File: src/design/metronome_click_generator_defines.svh
// assertion macros shared by the metronome click generator
`ifndef METRONOME_CLICK_GENERATOR_DEFINES_SVH
`define METRONOME_CLICK_GENERATOR_DEFINES_SVH

`ifndef SYNTHESIS
// property checked on every rising edge outside reset
`define MCG_ASSERT(label, clk, rst, prop) \
   label: assert property (@(posedge clk) disable iff (rst) prop) \
      else $error("metronome click generator check failed");
// property checked on every rising edge, reset included
`define MCG_ASSERT_ALWAYS(label, clk, prop) \
   label: assert property (@(posedge clk) prop) \
      else $error("metronome click generator check failed");
`else
`define MCG_ASSERT(label, clk, rst, prop)
`define MCG_ASSERT_ALWAYS(label, clk, prop)
`endif

`endif

File: src/design/mcg_pkg.sv
`timescale 1ns / 1ps

package mcg_pkg;

   // default geometry
   localparam int CLIP_SAMPLES_DEFAULT    = 4800;
   localparam int PHASE_FRAC_BITS_DEFAULT = 16;

   // fixed field widths
   localparam int PHASE_W   = 34;
   localparam int BPB_W     = 5;
   localparam int BEAT_W    = 4;
   localparam int SAMPLE_W  = 16;
   localparam int CADDR_W   = 13;
   localparam int CSR_IDX_W = 1;
   localparam int CSR_DATA_W = 34;

   // reset values of the control registers
   localparam logic [PHASE_W-1:0] BEAT_PERIOD_RESET   = 34'd1572864000;
   localparam logic [BPB_W-1:0]   BEATS_PER_BAR_RESET = 5'd1;

   // register indexes
   localparam logic [CSR_IDX_W-1:0] CSR_BEAT_PERIOD   = 1'b0;
   localparam logic [CSR_IDX_W-1:0] CSR_BEATS_PER_BAR = 1'b1;

   // request commands
   localparam logic CMD_TICK  = 1'b0;
   localparam logic CMD_WRITE = 1'b1;

   // clip selection
   localparam logic CLIP_NORMAL = 1'b0;
   localparam logic CLIP_ACCENT = 1'b1;

   // result queue depth
   localparam int QUEUE_DEPTH = 3;
   localparam int QPTR_W      = 2;
   localparam int QCNT_W      = 2;

   typedef struct packed {
      logic                       command;
      logic                       clip_choice;
      logic [CADDR_W-1:0]         clip_address;
      logic signed [SAMPLE_W-1:0] clip_value;
   } req_type;

   typedef struct packed {
      logic signed [SAMPLE_W-1:0] audio_sample;
      logic [BEAT_W-1:0]          beat_number;
   } rsp_type;

   // what the beat tracker says about the current tick
   typedef struct packed {
      logic              in_window;
      logic              accent;
      logic [BEAT_W-1:0] beat;
   } tick_info_type;

endpackage

File: src/design/mcg_out_queue.sv
`timescale 1ns / 1ps
`include "metronome_click_generator_defines.svh"

module mcg_out_queue (
   input  logic             clock,
   input  logic             reset,
   input  logic             push,
   input  mcg_pkg::rsp_type push_data,
   output logic [mcg_pkg::QCNT_W-1:0] count,
   output logic             rsp_valid,
   input  logic             rsp_stall,
   output mcg_pkg::rsp_type rsp_data
);
   import mcg_pkg::*;

   rsp_type             entry_ff [QUEUE_DEPTH];
   logic [QPTR_W-1:0]   wr_ptr_ff, wr_ptr_in;
   logic [QPTR_W-1:0]   rd_ptr_ff, rd_ptr_in;
   logic [QCNT_W-1:0]   count_ff, count_in;
   logic                pop;

   assign pop       = rsp_valid && !rsp_stall;
   assign rsp_valid = count_ff != '0;
   assign rsp_data  = entry_ff[rd_ptr_ff];
   assign count     = count_ff;

   // pointer and fill bookkeeping
   always_comb begin
      wr_ptr_in = wr_ptr_ff;
      rd_ptr_in = rd_ptr_ff;
      count_in  = count_ff;
      if (push) begin
         wr_ptr_in = (wr_ptr_ff == QPTR_W'(QUEUE_DEPTH - 1)) ? '0 : wr_ptr_ff + QPTR_W'(1);
      end
      if (pop) begin
         rd_ptr_in = (rd_ptr_ff == QPTR_W'(QUEUE_DEPTH - 1)) ? '0 : rd_ptr_ff + QPTR_W'(1);
      end
      if (push && !pop) begin
         count_in = count_ff + QCNT_W'(1);
      end else if (pop && !push) begin
         count_in = count_ff - QCNT_W'(1);
      end
   end

   always_ff @(posedge clock) begin
      if (reset) begin
         wr_ptr_ff <= '0;
         rd_ptr_ff <= '0;
         count_ff  <= '0;
      end else begin
         wr_ptr_ff <= wr_ptr_in;
         rd_ptr_ff <= rd_ptr_in;
         count_ff  <= count_in;
      end
   end

   // result storage
   always_ff @(posedge clock) begin
      if (push) begin
         entry_ff[wr_ptr_ff] <= push_data;
      end
   end

   // never written past full
   `MCG_ASSERT(a_no_overflow, clock, reset,
      !(push && !pop && count_ff == QCNT_W'(QUEUE_DEPTH)))
   // fill rises by one on a push without a pop
   `MCG_ASSERT(a_fill_tracks, clock, reset,
      (push && !pop) |=> (count_ff == $past(count_ff) + QCNT_W'(1)))
   // pointers are equal when the queue is empty
   `MCG_ASSERT(a_ptrs_match, clock, reset,
      (count_ff == '0) |-> (wr_ptr_ff == rd_ptr_ff))

endmodule

File: config.mk
export PLATFORM = sky130hd
export DESIGN_NAME = mcg_out_queue
export DESIGN_NICKNAME = d
export VERILOG_FILES = /design/src/design/mcg_pkg.sv /design/src/design/mcg_out_queue.sv
export VERILOG_INCLUDE_DIRS = /design/src /design/src/design
export SDC_FILE = /design/constraint.sdc
export NUM_CORES = 1
export LEC_CHECK = 0
export BUFFER_PORTS_ARGS = -buffer_cell sky130_fd_sc_hd__buf_2
export CORE_MARGIN = 1
export CORE_UTILIZATION = 35
export CTS_BUF_LIST = sky130_fd_sc_hd__clkbuf_8
export DETAILED_ROUTE_END_ITERATION = 12
export PLACE_DENSITY = 0.55
export SLEW_MARGIN = 20
export SYNTH_ARGS = -nofsm -noshare
export SYNTH_HDL_FRONTEND = slang
export SYNTH_SLANG_ARGS = --single-unit
File: constraint.sdc
create_clock -name clock -period 7.7 [get_ports clock]
set_clock_uncertainty 0.15 [all_clocks]
set_input_delay 0.385 -clock clock [delete_from_list [all_inputs] [get_ports clock]]
set_output_delay 0.385 -clock clock [all_outputs]
set_load 0.01 [all_outputs]
==> Yosys cells after proc, flatten, opt, wreduce, memory -nomap -nowiden <==
Memories as Yosys holds them, arrays and structs flattened. A register that Yosys moved wholly into a read port is not among the register bits.
Cells that the tools add are included.
{ "totals": {"output_inout_bits": 23, "ff_bits": 6, "n_memories": 1, "mem_bits_rw": 60, "word_cells": 26, "input_bits": 24} }
{ "memory_table": {"columns": ["name", "words", "width", "read_ports", "rd_clocked_by_memory_dff", "write_ports", "line_no", "source"], "rows": [
  ["entry_ff", 3, 20, 1, 1, 1, "mcg_out_queue.sv:16", "rsp_type entry_ff [QUEUE_DEPTH];"]
]} }
{ "classes": {"n_reduce_logical": 8, "n_eq_ne": 2, "n_addsub": 4, "n_mux": 8} }
{ "op_table": {"columns": ["operator", "n"], "rows": [
  ["$mux 2", 6],
  ["$add 2x1->2 const B", 3],
  ["$eq 2x2->1 const B", 2],
  ["$reduce_bool 2->1", 2],
  ["$logic_and 1x1->1", 3],
  ["$logic_not 1->1", 3],
  ["$mux 1", 2],
  ["$sub 2x1->2 const B", 1]
]} }

==> Logic depth before layout (Yosys ltp) <==
{ "depth": {"ltp_word": 5, "depth_mapped": 5} }

==> Worst setup path before layout <==
Ideal clock, no wire load.
{ "synth_timing": {"path_type": "input -> register", "startpoint": "input port push", "endpoint": "memory entry_ff[0][0] in the netlist's numbering (enable)", "arrival_time_ns": 1.959, "required_ns": 7.121, "stages": 1, "setup_time_ns": 0.429, "setup_slack_ns": 5.162, "cell_sequence": "nor3b_1"} }
{ "synth_between": {"elab_chain_len": 2} }
{ "synth_lines": {"columns": ["element", "line_no", "source"], "rows": [
  ["from (decl)", "mcg_out_queue.sv:7", "input logic push,"],
  ["$mux 1", "mcg_out_queue.sv:59", "if (push) begin"],
  ["$mux 1 (not written as such)", "mcg_out_queue.sv:60", "entry_ff[wr_ptr_ff] <= push_data;"],
  ["to (decl)", "mcg_out_queue.sv:16", null]
]} }
No other way between the ends.

==> impl_metrics.yaml <==
yosys:
  synth_cell_types: 21
  yosysWarnings: 0
  seq_area_frac_synth: 0.7797
  synth_area_um2: 2516
  syn_inst: 159
  syn_avg_cell_area_um2: 15.82
  synth_nets: 184
  ys_ff_latch: 68
sta:
  finalMaxSlewViolations: 0
  timing.fmax_mhz: 498.5
  finalCritPeriodShare: 0.2605
  slew_headroom: 0.5632
  rsz0062_at_grt: "no"
  tightest_slew_ns: 0.6536
  setup_viol: 0
  period_needed_ns: 2.006
  hold_viol: 0
  tns_ns: 0
  hold_slack_ns: 0.1005
clock_network:
  h-tree-depth: 3
  cts_sinks: 68
  cts_hold_buf: 0
  cts_buffers: 9
  clockBufferDepth: 2
  post-cts-setup-buffers: 0
  path_clk_slew_ns: 0.07
  post_cts_resize_count: 0
  cts-root-buf: "clkbuf_8"
  cts_tree: "done"
  clk_latency_ns: 0.33
final_layout:
  layout-drive-gt1-share: 0.3257
  syn_to_final_growth_pct: 21.28
  multi_input_area_um2: 545.5
  fin_cells: 314
  antenna_cells: 0
  regArea_um2: 1962
  nNetsFinal: 238
  fillers: 626
detailed_routing:
  top_layer_used: "met4"
  route.detailed.drc: 0
  initialDrtViolationCount: 44
  dr.pass1.iters: 4
  drt.antenna.violating_nets: 0
  routed-via-count: 1384
  dr_wl_met2_um: 1971
  drt-met1-wl_um: 1789
  routed_wirelength_um: 4002
  wl_met3_um: 157
  routedWlPerCell_um: 12.75
  vias_per_cell: 4.408
min_path:
  hold-path-endpoint: "entry_ff[2][13]"
  min-delay-path-class: "primary input to flip-flop"
  whs_path_depth: 1
  hold_start: "push_data[13]"
setup_path:
  cp-start-kind: "flip-flop"
  worst-setup-path-type: "flip-flop to output pin"
  reg2reg_setup_slack_ns: 6.08
  r2r_start: "count[0]"
  rr_endpoint: "count[1]"
  rr_worst_depth: 4
  end_kind: "output pin"
  cp.required_ns: 7.16
  arrival_ns: 1.47
  cp_max_fo: 20
die:
  die_h_um: 86.79
  dieArea_um2: 7533
  row_count: 30
  io_pins: 47
  fp.coreArea_um2: 6869
  die_w_um: 86.79
  start_util: 0.3663
placed_design:
  hpwl_um: 2432
  dp.cells: 298
  port_buffers: 46
  gp_congestion: 0.6301
pwr:
  ir_worst_vdd_uv: 157.5
  cellLeakagePower_nw: 1.060
  power.density_nw_per_um2: 281.4
global_routing:
  track_usage: 0.1164
  grt_antenna_before_repair: 0
  grt_max_degree: 41
  grt_pass1_wl_um: 6244
  grt_overflow_total: 0
  grt_pass1_vias: 1290
outcome:
  status: "finished, final reports clean"
job:
  drv_cap: 0
-- power breakdown --
part	total, W	internal (W)	switching [W]
registers	0.000440	0.000427	0.0000129
logic	0.000176	0.0000784	0.0000981
clock network	0.000243	0.000115	0.000128
-- worst max-delay path, stage by stage (launching register included) --
cell and delay, ns:
dfxtp_1 0.31, buf_4 0.34, mux2i_1 0.26, o21ai_1 0.08, buf_2 0.15
-- layout make-up --
type                    instances  share of cell area
well taps                      96             0.03936
repair buffers                 49             0.08282
clock inverters                 7             0.01435
multi-input cells              84              0.1788
clock buffers                   9             0.04059
flip-flops and latches         68              0.6429
inverters                       1            0.001230
-- cell usage after synthesis --
cell,number,area (um^2)
a21oi_1,3,15.01
a21oi_2,1,8.760
buf_1,1,3.750
buf_2,2,10.01
clkbuf_1,3,11.26
dfxtp_1,8,160.2
edfxtp_1,60,1802
ha_1,1,12.51
inv_1,1,3.750
mux2_2,1,11.26
mux2i_1,20,200.2
nand2_1,24,90.09
nor2_1,5,18.77
nor3b_1,1,7.510
o21ai_0,1,5.000
o21ai_1,20,100.1
o21bai_2,1,11.26
or2_1,1,6.260
or3_1,2,12.51
or3b_1,1,8.760
xor2_1,2,17.52
-- cell usage in the layout (no fill, tap or decap), types with 2 or more instances in the layout --
cell	n
xor2_1	2
nor2_1	3
mux2i_1	20
nand2_1	24
dfxtp_1	8
o21ai_1	20
edfxtp_1	60
buf_4	3
buf_2	46
clkinvlp_4	2
nor2_4	2
clkinv_2	4
or3_1	2
a21oi_1	3
clkbuf_8	9
-- through the flow --
stage	worst slack [ns]	instance area, um^2	power, W	util
after floorplan	5.162	2516	0.0005608	-
after global placement	5.677	2874	0.0006266	0.4184
after detailed placement	5.631	2874	0.0006281	0.4184
after CTS	5.639	3042	0.0008727	0.4428
after global routing	5.578	3052	0.0009054	0.4443
final	5.694	3052	0.0008589	0.4443
-- kinds of logic (layout without fill, tap and decap cells) --
logic type      after synthesis  count (layout)  share of synthesized area
compound gates               26              26                    0.05569
xor+xnor                      2               2                   0.006963
buf+inv                       7              66                    0.01143
fa+ha+maj                     1               1                   0.004972
simple gates                 34              34                    0.05719
mux                          21              21                    0.08404
flops                        68              68                     0.7797
-- per-layer routing --
metal,vias to the layer above,GRT usage
met2,25,0.1811
met4,0,0.08636
met1,653,0.1398
met5,-,0
met3,9,0.02952
li1,697,-
-- state kept, by name, indices dropped and copies added (netlist names), named ones only --
name       count
rd_ptr_ff      2
entry_ff      60
count          2
wr_ptr_ff      2
-- how the worst max path moves through the flow --
stage | startpoint | cells past startpoint | slack [ns] | to
6_report | flip-flop | 4 | 5.69 | rsp_data[11]
5_1_grt | flip-flop | 4 | 5.58 | rsp_data[17]
3_5_place_dp | push | 3 | 5.63 | entry_ff[2][5]
2_1_floorplan | push | 1 | 5.16 | entry_ff[0][0]
3_3_place_gp | push | 3 | 5.68 | entry_ff[2][5]
4_1_cts | flip-flop | 4 | 5.64 | rsp_data[17]
No activity file was read; power rests on OpenSTA's default activity.
