## config.mk

```make
export PLATFORM = sky130hd
export DESIGN_NAME = mcg_beat_track
export DESIGN_NICKNAME = d
export VERILOG_FILES = /design/src/design/mcg_pkg.sv /design/src/design/mcg_beat_track.sv
export VERILOG_INCLUDE_DIRS = /design/src /design/src/design
export SDC_FILE = /design/constraint.sdc
export NUM_CORES = 1
export LEC_CHECK = 0
export ABC_CLOCK_PERIOD_IN_PS = 10300
export BUFFER_PORTS_ARGS = -buffer_cell sky130_fd_sc_hd__buf_2
export CORE_ASPECT_RATIO = 0.8
export CORE_MARGIN = 1.5
export CORE_UTILIZATION = 50
export DETAILED_ROUTE_END_ITERATION = 6
export PLACE_DENSITY = 0.65
export SYNTH_ARGS = -nofsm -noshare
export SYNTH_HDL_FRONTEND = slang
export SYNTH_SLANG_ARGS = --single-unit
export TNS_END_PERCENT = 30
```

## constraint.sdc

```tcl
create_clock -name clock -period 10.3 [get_ports clock]
set_input_delay 2.06 -clock clock [delete_from_list [all_inputs] [get_ports clock]]
set_output_delay 2.06 -clock clock [all_outputs]
set_load 0.05 [all_outputs]
```

## src/design/metronome_click_generator_defines.svh

```systemverilog
// assertion macros shared by the metronome click generator
`ifndef METRONOME_CLICK_GENERATOR_DEFINES_SVH
`define METRONOME_CLICK_GENERATOR_DEFINES_SVH

`ifndef SYNTHESIS
// property checked on every rising edge outside reset
`define MCG_ASSERT(label, clk, rst, prop) \
   label: assert property (@(posedge clk) disable iff (rst) prop) \
      else $error("metronome click generator check failed");
// property checked on every rising edge, reset included
`define MCG_ASSERT_ALWAYS(label, clk, prop) \
   label: assert property (@(posedge clk) prop) \
      else $error("metronome click generator check failed");
`else
`define MCG_ASSERT(label, clk, rst, prop)
`define MCG_ASSERT_ALWAYS(label, clk, prop)
`endif

`endif

```

## src/design/mcg_pkg.sv

```systemverilog
`timescale 1ns / 1ps

package mcg_pkg;

   // default geometry
   localparam int CLIP_SAMPLES_DEFAULT    = 4800;
   localparam int PHASE_FRAC_BITS_DEFAULT = 16;

   // fixed field widths
   localparam int PHASE_W   = 34;
   localparam int BPB_W     = 5;
   localparam int BEAT_W    = 4;
   localparam int SAMPLE_W  = 16;
   localparam int CADDR_W   = 13;
   localparam int CSR_IDX_W = 1;
   localparam int CSR_DATA_W = 34;

   // reset values of the control registers
   localparam logic [PHASE_W-1:0] BEAT_PERIOD_RESET   = 34'd1572864000;
   localparam logic [BPB_W-1:0]   BEATS_PER_BAR_RESET = 5'd1;

   // register indexes
   localparam logic [CSR_IDX_W-1:0] CSR_BEAT_PERIOD   = 1'b0;
   localparam logic [CSR_IDX_W-1:0] CSR_BEATS_PER_BAR = 1'b1;

   // request commands
   localparam logic CMD_TICK  = 1'b0;
   localparam logic CMD_WRITE = 1'b1;

   // clip selection
   localparam logic CLIP_NORMAL = 1'b0;
   localparam logic CLIP_ACCENT = 1'b1;

   // result queue depth
   localparam int QUEUE_DEPTH = 3;
   localparam int QPTR_W      = 2;
   localparam int QCNT_W      = 2;

   typedef struct packed {
      logic                       command;
      logic                       clip_choice;
      logic [CADDR_W-1:0]         clip_address;
      logic signed [SAMPLE_W-1:0] clip_value;
   } req_type;

   typedef struct packed {
      logic signed [SAMPLE_W-1:0] audio_sample;
      logic [BEAT_W-1:0]          beat_number;
   } rsp_type;

   // what the beat tracker says about the current tick
   typedef struct packed {
      logic              in_window;
      logic              accent;
      logic [BEAT_W-1:0] beat;
   } tick_info_type;

endpackage

```

## src/design/mcg_beat_track.sv

```systemverilog
`timescale 1ns / 1ps
`include "metronome_click_generator_defines.svh"

module mcg_beat_track #(
   parameter int CLIP_SAMPLES    = mcg_pkg::CLIP_SAMPLES_DEFAULT,
   parameter int PHASE_FRAC_BITS = mcg_pkg::PHASE_FRAC_BITS_DEFAULT,
   parameter int ADDR_W          = 13
) (
   input  logic                           clock,
   input  logic                           reset,
   input  logic                           csr_wr_en,
   input  logic [mcg_pkg::CSR_IDX_W-1:0]  csr_index,
   input  logic [mcg_pkg::CSR_DATA_W-1:0] csr_wdata,
   input  logic                           tick,
   output logic [ADDR_W-1:0]              rd_addr,
   output mcg_pkg::tick_info_type         info
);
   import mcg_pkg::*;

   localparam int WIN_W = PHASE_W + 24 - PHASE_FRAC_BITS + 17;
   localparam logic [WIN_W-1:0] WINDOW_END =
      WIN_W'(CLIP_SAMPLES) << PHASE_FRAC_BITS;
   localparam logic [PHASE_W-1:0] ONE_SAMPLE = PHASE_W'(1) << PHASE_FRAC_BITS;

   logic [PHASE_W-1:0] period_ff, period_in;
   logic [BPB_W-1:0]   bpb_ff, bpb_in;
   logic [PHASE_W-1:0] phase_ff, phase_in;
   logic [BEAT_W-1:0]  count_ff, count_in;
   logic [PHASE_W-1:0] phase_step;
   logic [BPB_W-1:0]   count_plus;
   logic               count_wrap;

   // what the current state says about this tick
   always_comb begin
      info.in_window = WIN_W'(phase_ff) < WINDOW_END;
      info.accent    = (bpb_ff > BPB_W'(1)) && (count_ff == '0);
      info.beat      = count_ff;
      rd_addr        = ADDR_W'(phase_ff >> PHASE_FRAC_BITS);
   end

   // phase advance, beat wrap and register writes
   always_comb begin
      phase_step = phase_ff + ONE_SAMPLE;
      count_plus = {1'b0, count_ff} + BPB_W'(1);
      count_wrap = (count_plus >= bpb_ff) || (count_plus > BPB_W'(15));
      period_in  = period_ff;
      bpb_in     = bpb_ff;
      phase_in   = phase_ff;
      count_in   = count_ff;
      if (tick) begin
         if (phase_step > period_ff) begin
            phase_in = phase_step - period_ff;
            count_in = count_wrap ? '0 : count_plus[BEAT_W-1:0];
         end else begin
            phase_in = phase_step;
         end
      end
      if (csr_wr_en) begin
         case (csr_index)
            CSR_BEAT_PERIOD: begin
               period_in = csr_wdata[PHASE_W-1:0];
            end
            CSR_BEATS_PER_BAR: begin
               bpb_in   = csr_wdata[BPB_W-1:0];
               count_in = '0;
            end
            default: begin
               period_in = period_ff;
            end
         endcase
      end
   end

   // state registers
   always_ff @(posedge clock) begin
      if (reset) begin
         period_ff <= BEAT_PERIOD_RESET;
         bpb_ff    <= BEATS_PER_BAR_RESET;
         phase_ff  <= '0;
         count_ff  <= '0;
      end else begin
         period_ff <= period_in;
         bpb_ff    <= bpb_in;
         phase_ff  <= phase_in;
         count_ff  <= count_in;
      end
   end

   // beat counter stays inside the bar
   `MCG_ASSERT(a_count_in_bar, clock, reset,
      (bpb_ff != '0 && bpb_ff <= BPB_W'(16)) |-> (BPB_W'(count_ff) < bpb_ff))
   // writing beats per bar restarts the bar
   `MCG_ASSERT(a_bpb_clears, clock, reset,
      (csr_wr_en && csr_index == CSR_BEATS_PER_BAR) |=> (count_ff == '0))
   // beat counter moves only on a tick or a register write
   `MCG_ASSERT(a_count_quiet, clock, reset,
      (!tick && !csr_wr_en) |=> $stable(count_ff))

endmodule

```

; After elaboration in Yosys (flattened, before gate mapping)
; Index checks and enable logic that the tools add are counted.
[word_totals]
output_inout_bits = 19
in_bits = 39
word_cells = 24
register_bits = 77
[classes]
n_bitwise = 1
add_sub_neg = 3
n_reduce_logical = 5
n_mux = 6
magnitude_cmp = 5
[op_table]
columns = cell, count
row1 = adder 34 x 17 -> 34 bit (second input constant), 1
row2 = > comparator 34 bit, 1
row3 = < comparator 34 x 29 -> 1 bit (second input constant), 1
row4 = 2-to-1 mux 34 bit, 1
row5 = subtractor 34 bit, 1
row6 = 2-to-1 mux 4 bit, 5
row7 = adder 4 x 1 -> 5 bit (second input constant), 1
row8 = >= comparator 5 bit, 1
row9 = > comparator 5 x 1 -> 1 bit (second input constant), 1
row10 = > comparator 5 x 4 -> 1 bit (second input constant), 1
row11 = zero test 4 bit, 1
row12 = AND reduction 2 bit, 2
row13 = logical AND 1 bit, 1
row14 = logical OR 1 bit, 1
row15 = inverter 1 bit, 1

; Logic depth before layout (Yosys ltp)
[depth]
word_depth = 8
mapped_depth = 18
ltp_nobuf = 16

; Worst setup path after synthesis
; OpenSTA, ideal clock, no wires.
[synth_timing]
kind = register -> output
start = register count_ff[0]
end = output info[4] in the netlist's numbering
path_stages_with_launch = 4
path_slack_ps = 5810
n_path_buf = 0
arrival_time_ps = 2430
required_ps = 8240
cell_sequence = dfxtp_1 inv_1 ha_1 nor4b_1
[synth_rtl]
columns = item, line_no
row1 = from (decl), mcg_beat_track.sv:28  ; logic [BEAT_W-1:0] count_ff, count_in;
row2 = from (signal assigned), mcg_beat_track.sv:85  ; count_ff <= count_in;
row3 = to (decl), mcg_beat_track.sv:16  ; output mcg_pkg::tick_info_type info

; Final worst setup path
[layout_timing]
start = register phase_ff[16]
end = register phase_ff[18]
[layout_via]
elab_chain_len = 3
elab_cells_between_ends = 4
cone_classes = add/sub (2) / order compare (1) / mux (1)
[layout_lines]
columns = item, line_no
row1 = from (decl), mcg_beat_track.sv:27  ; logic [PHASE_W-1:0] phase_ff, phase_in;
row2 = from (signal assigned), mcg_beat_track.sv:84  ; phase_ff <= phase_in;
row3 = adder 34 x 17 -> 34 bit (*), mcg_beat_track.sv:43  ; phase_step = phase_ff + ONE_SAMPLE;
row4 = subtractor 34 bit / > comparator 34 bit (equally long branches), "mcg_beat_track.sv:52, mcg_beat_track.sv:51"
row5 = 2-to-1 mux 34 bit (*), mcg_beat_track.sv:51  ; if (phase_step > period_ff) begin
; Every way passes the cells marked *; elsewhere a longest branch is shown, timed or not.
; A chain may end at the register's enable or synchronous reset.

==> flow_summary.json <==
{
  "run_status": "finished, final reports clean",
  "slew_headroom_pct": 26.4,
  "r2r_end": "phase_ff[18]",
  "hp-class": "reg2reg",
  "cts_tree": "done",
  "die_h_um": 99.5,
  "synth_enable_flop_cells": 0,
  "finalHoldViolations": 0,
  "synth_top_area_share_pct": 26.5,
  "n_fill_cell": 1099,
  "rows": 35,
  "post_drt_wl_per_cell_um": 15.5,
  "wl_um": 14900,
  "critPathKind": "reg2reg",
  "reg2reg_slack_ns": 5.62,
  "grt_max_degree": 68,
  "maxCapViolCount": 0,
  "synth.avg_cell_area_sq_um": 7.41,
  "core_area_sq_mm": 0.0114,
  "overflow": 0,
  "place.gp.congestion": 0.900,
  "grt_pass1_wl_um": 25300,
  "ff_latch_area_sq_mm": 0.00154,
  "syn_inst": 786,
  "cts_setup_buffers": 0,
  "synthTopCellsByCount": "122 x nand2_1, 90 x a21oi_1, 77 x dfxtp_1",
  "synth_area_sq_mm": 0.00582,
  "synth_cell_types": 68,
  "synth_ff_type": "dfxtp_1",
  "reg2regPathDepth": 16,
  "crit_arrival_ns": 4.85,
  "clock_sinks": 77,
  "dp_hpwl_um": 11000,
  "rsz0062_at_grt": "no",
  "min_period_ns": 4.68,
  "fmax_ghz": 0.214,
  "hold_path.startpoint": "period_ff[6]",
  "fin_nets": 887,
  "clk_pin_slew_ns": 0.06,
  "yosysMostFrequentCell": "nand2_1",
  "setup_viol": 0,
  "cts_buffers": 9,
  "vias_per_cell": 5.78,
  "final.period_utilization_pct": 45.4,
  "postRouteAntennaNets": 0,
  "ctsHoldBuffers": 0,
  "p_leak_uw": 0.00273,
  "num_io_pins": 58,
  "ys_ff_latch": 77,
  "worst_slew_pin_slew_ns": 1.10,
  "worstPathMaxFanout": 11,
  "setup_tns_ns": 0,
  "yosys-top-cells-area": "dfxtp_1 26%, ha_1 9.2%, nand2_1 7.9%, a21oi_1 7.7%, xnor2_1 4.1%",
  "clk_latency_ns": 0.34,
  "cts_resized": 0,
  "total_power_uw": 1950,
  "fp.dieW_um": 124,
  "start_kind": "flop",
  "cts.path.max_buffers": 2,
  "die_area_sq_mm": 0.0123,
  "htree_num_levels": 3,
  "synth_top_cell_by_area": "dfxtp_1",
  "layout-drive-gt1-share_pct": 11.3,
  "holdWs_ns": 0.456,
  "drt_pass1_iterations": 5,
  "antenna_found_initial": 0,
  "dr.first_iter.drc_count": 380,
  "async_flop_share_pct": 0,
  "root_buffer": "clkbuf_16",
  "grtUsageTotal_pct": 25.6,
  "syn_to_final_growth_pct": 8.60,
  "ys_warn_count": 0,
  "p_per_area_mw_per_mm2": 308,
  "start_util_pct": 50.9,
  "grt_pass1_vias": 5343,
  "endpoint_kind": "flop",
  "synth_seq_area_share_pct": 26.5,
  "multi_input_comb_area_sq_mm": 0.00379,
  "min_to": "period_ff[6]",
  "ir_worst_vdd_mv": 0.157,
  "slew_viol_final": 0,
  "drc": 0,
  "synth_fp_nets": 869,
  "via_count": 5524,
  "cp_data_required_time_ns": 10.47,
  "num_antenna_cells": 0,
  "r2r_start": "phase_ff[16]",
  "min_path_cells": 2,
  "fin_skew_ns": 0.00719,
  "port_buffers": 57
}
## stage by stage
| stage | instance area [sq um] | setup slack (ns) | instances | utilization, % |
|---|---|---|---|---|
| 3_3_place_gp | 6030 | 5.84 | 941 | 52.8 |
| 6_report | 6320 | 5.62 | 956 | 55.3 |
| 4_1_cts | 6320 | 5.67 | 956 | 55.3 |
| 5_1_grt | 6320 | 5.21 | 956 | 55.3 |
| 2_1_floorplan | 5820 | 5.81 | 786 | - |
| 3_5_place_dp | 6030 | 5.68 | 941 | 52.8 |
## flip-flops by register name, indices dropped and copies added, names as in the netlist
name,count
period_ff,34
bpb_ff,5
phase_ff,34
count_ff,4
## worst max-delay path, stage by stage, from the launching register on
cell and delay, ns:
dfxtp_1 0.38, ha_1 0.27, and3_1 0.23, nand3_1 0.18, nor2_1 0.30, and3_1 0.26
nand3_1 0.10, xnor2_1 0.22, ha_1 0.31, o21ai_0 0.43, o21bai_1 0.18, a21oi_1 0.13
o21ai_0 0.20, o21ai_2 0.41, nand2_1 0.39, nand2_1 0.35, o221ai_1 0.17
## where the power goes
part           internal, uW  switching [uW]
Combinational           466             764
Sequential              353            51.0
Clock                   186             128
Total                  1000             943
## layout by cell type, fill, tap and decap left out, types with 15 or more instances in the layout
cell,netlist,layout
dfxtp_1,77,77
a21oi_1,90,90
xnor2_1,27,27
inv_1,59,59
nor2_1,39,39
nor3_1,15,15
nand3_1,35,35
buf_2,6,57
o21ai_0,30,30
ha_1,43,43
nand2_1,122,122
and3_1,22,22
a21o_1,15,15
## how the worst max path moves through the flow
stage	from	slack [ns]	depth (start not counted)	endpoint
2_1_floorplan	count_ff[0]	5.81	3	info[4]
3_3_place_gp	phase_ff[16]	5.84	16	phase_ff[29]
3_5_place_dp	phase_ff[16]	5.68	16	phase_ff[29]
4_1_cts	phase_ff[16]	5.67	16	phase_ff[29]
5_1_grt	phase_ff[17]	5.21	16	phase_ff[18]
6_report	phase_ff[16]	5.62	16	phase_ff[18]
## layer usage
| layer | track usage [%] | share of wire [%] | vias to the layer above |
|---|---|---|---|
| li1 | - | - | 2806 |
| met1 | 34.9 | 49 | 2572 |
| met2 | 41.4 | 45 | 124 |
| met3 | 4.42 | 4.5 | 22 |
| met4 | 7.34 | 1.8 | 0 |
| met5 | 0 | 0 | - |
## cell families (layout without fill, tap and decap cells)
kind of cell / Yosys count / count (layout) / synth area share [%]
flops: 77 / 77 / 26.5
xor+xnor: 37 / 37 / 5.57
buf+inv: 111 / 133 / 8.53
fa+ha+maj: 44 / 44 / 9.59
compound gates: 221 / 221 / 25.2
mux: 4 / 4 / 0.688
simple gates: 292 / 292 / 24.0
## final cells by class
type	instances	share of cell area (%)
multi-input combinational	598	59.9
tap	148	2.93
clock buffer	9	3.56
sequential	77	24.4
timing repair buffer	59	4.75
inverter	59	3.50
clock inverter	6	0.990
(Power assumes the default switching activity.)
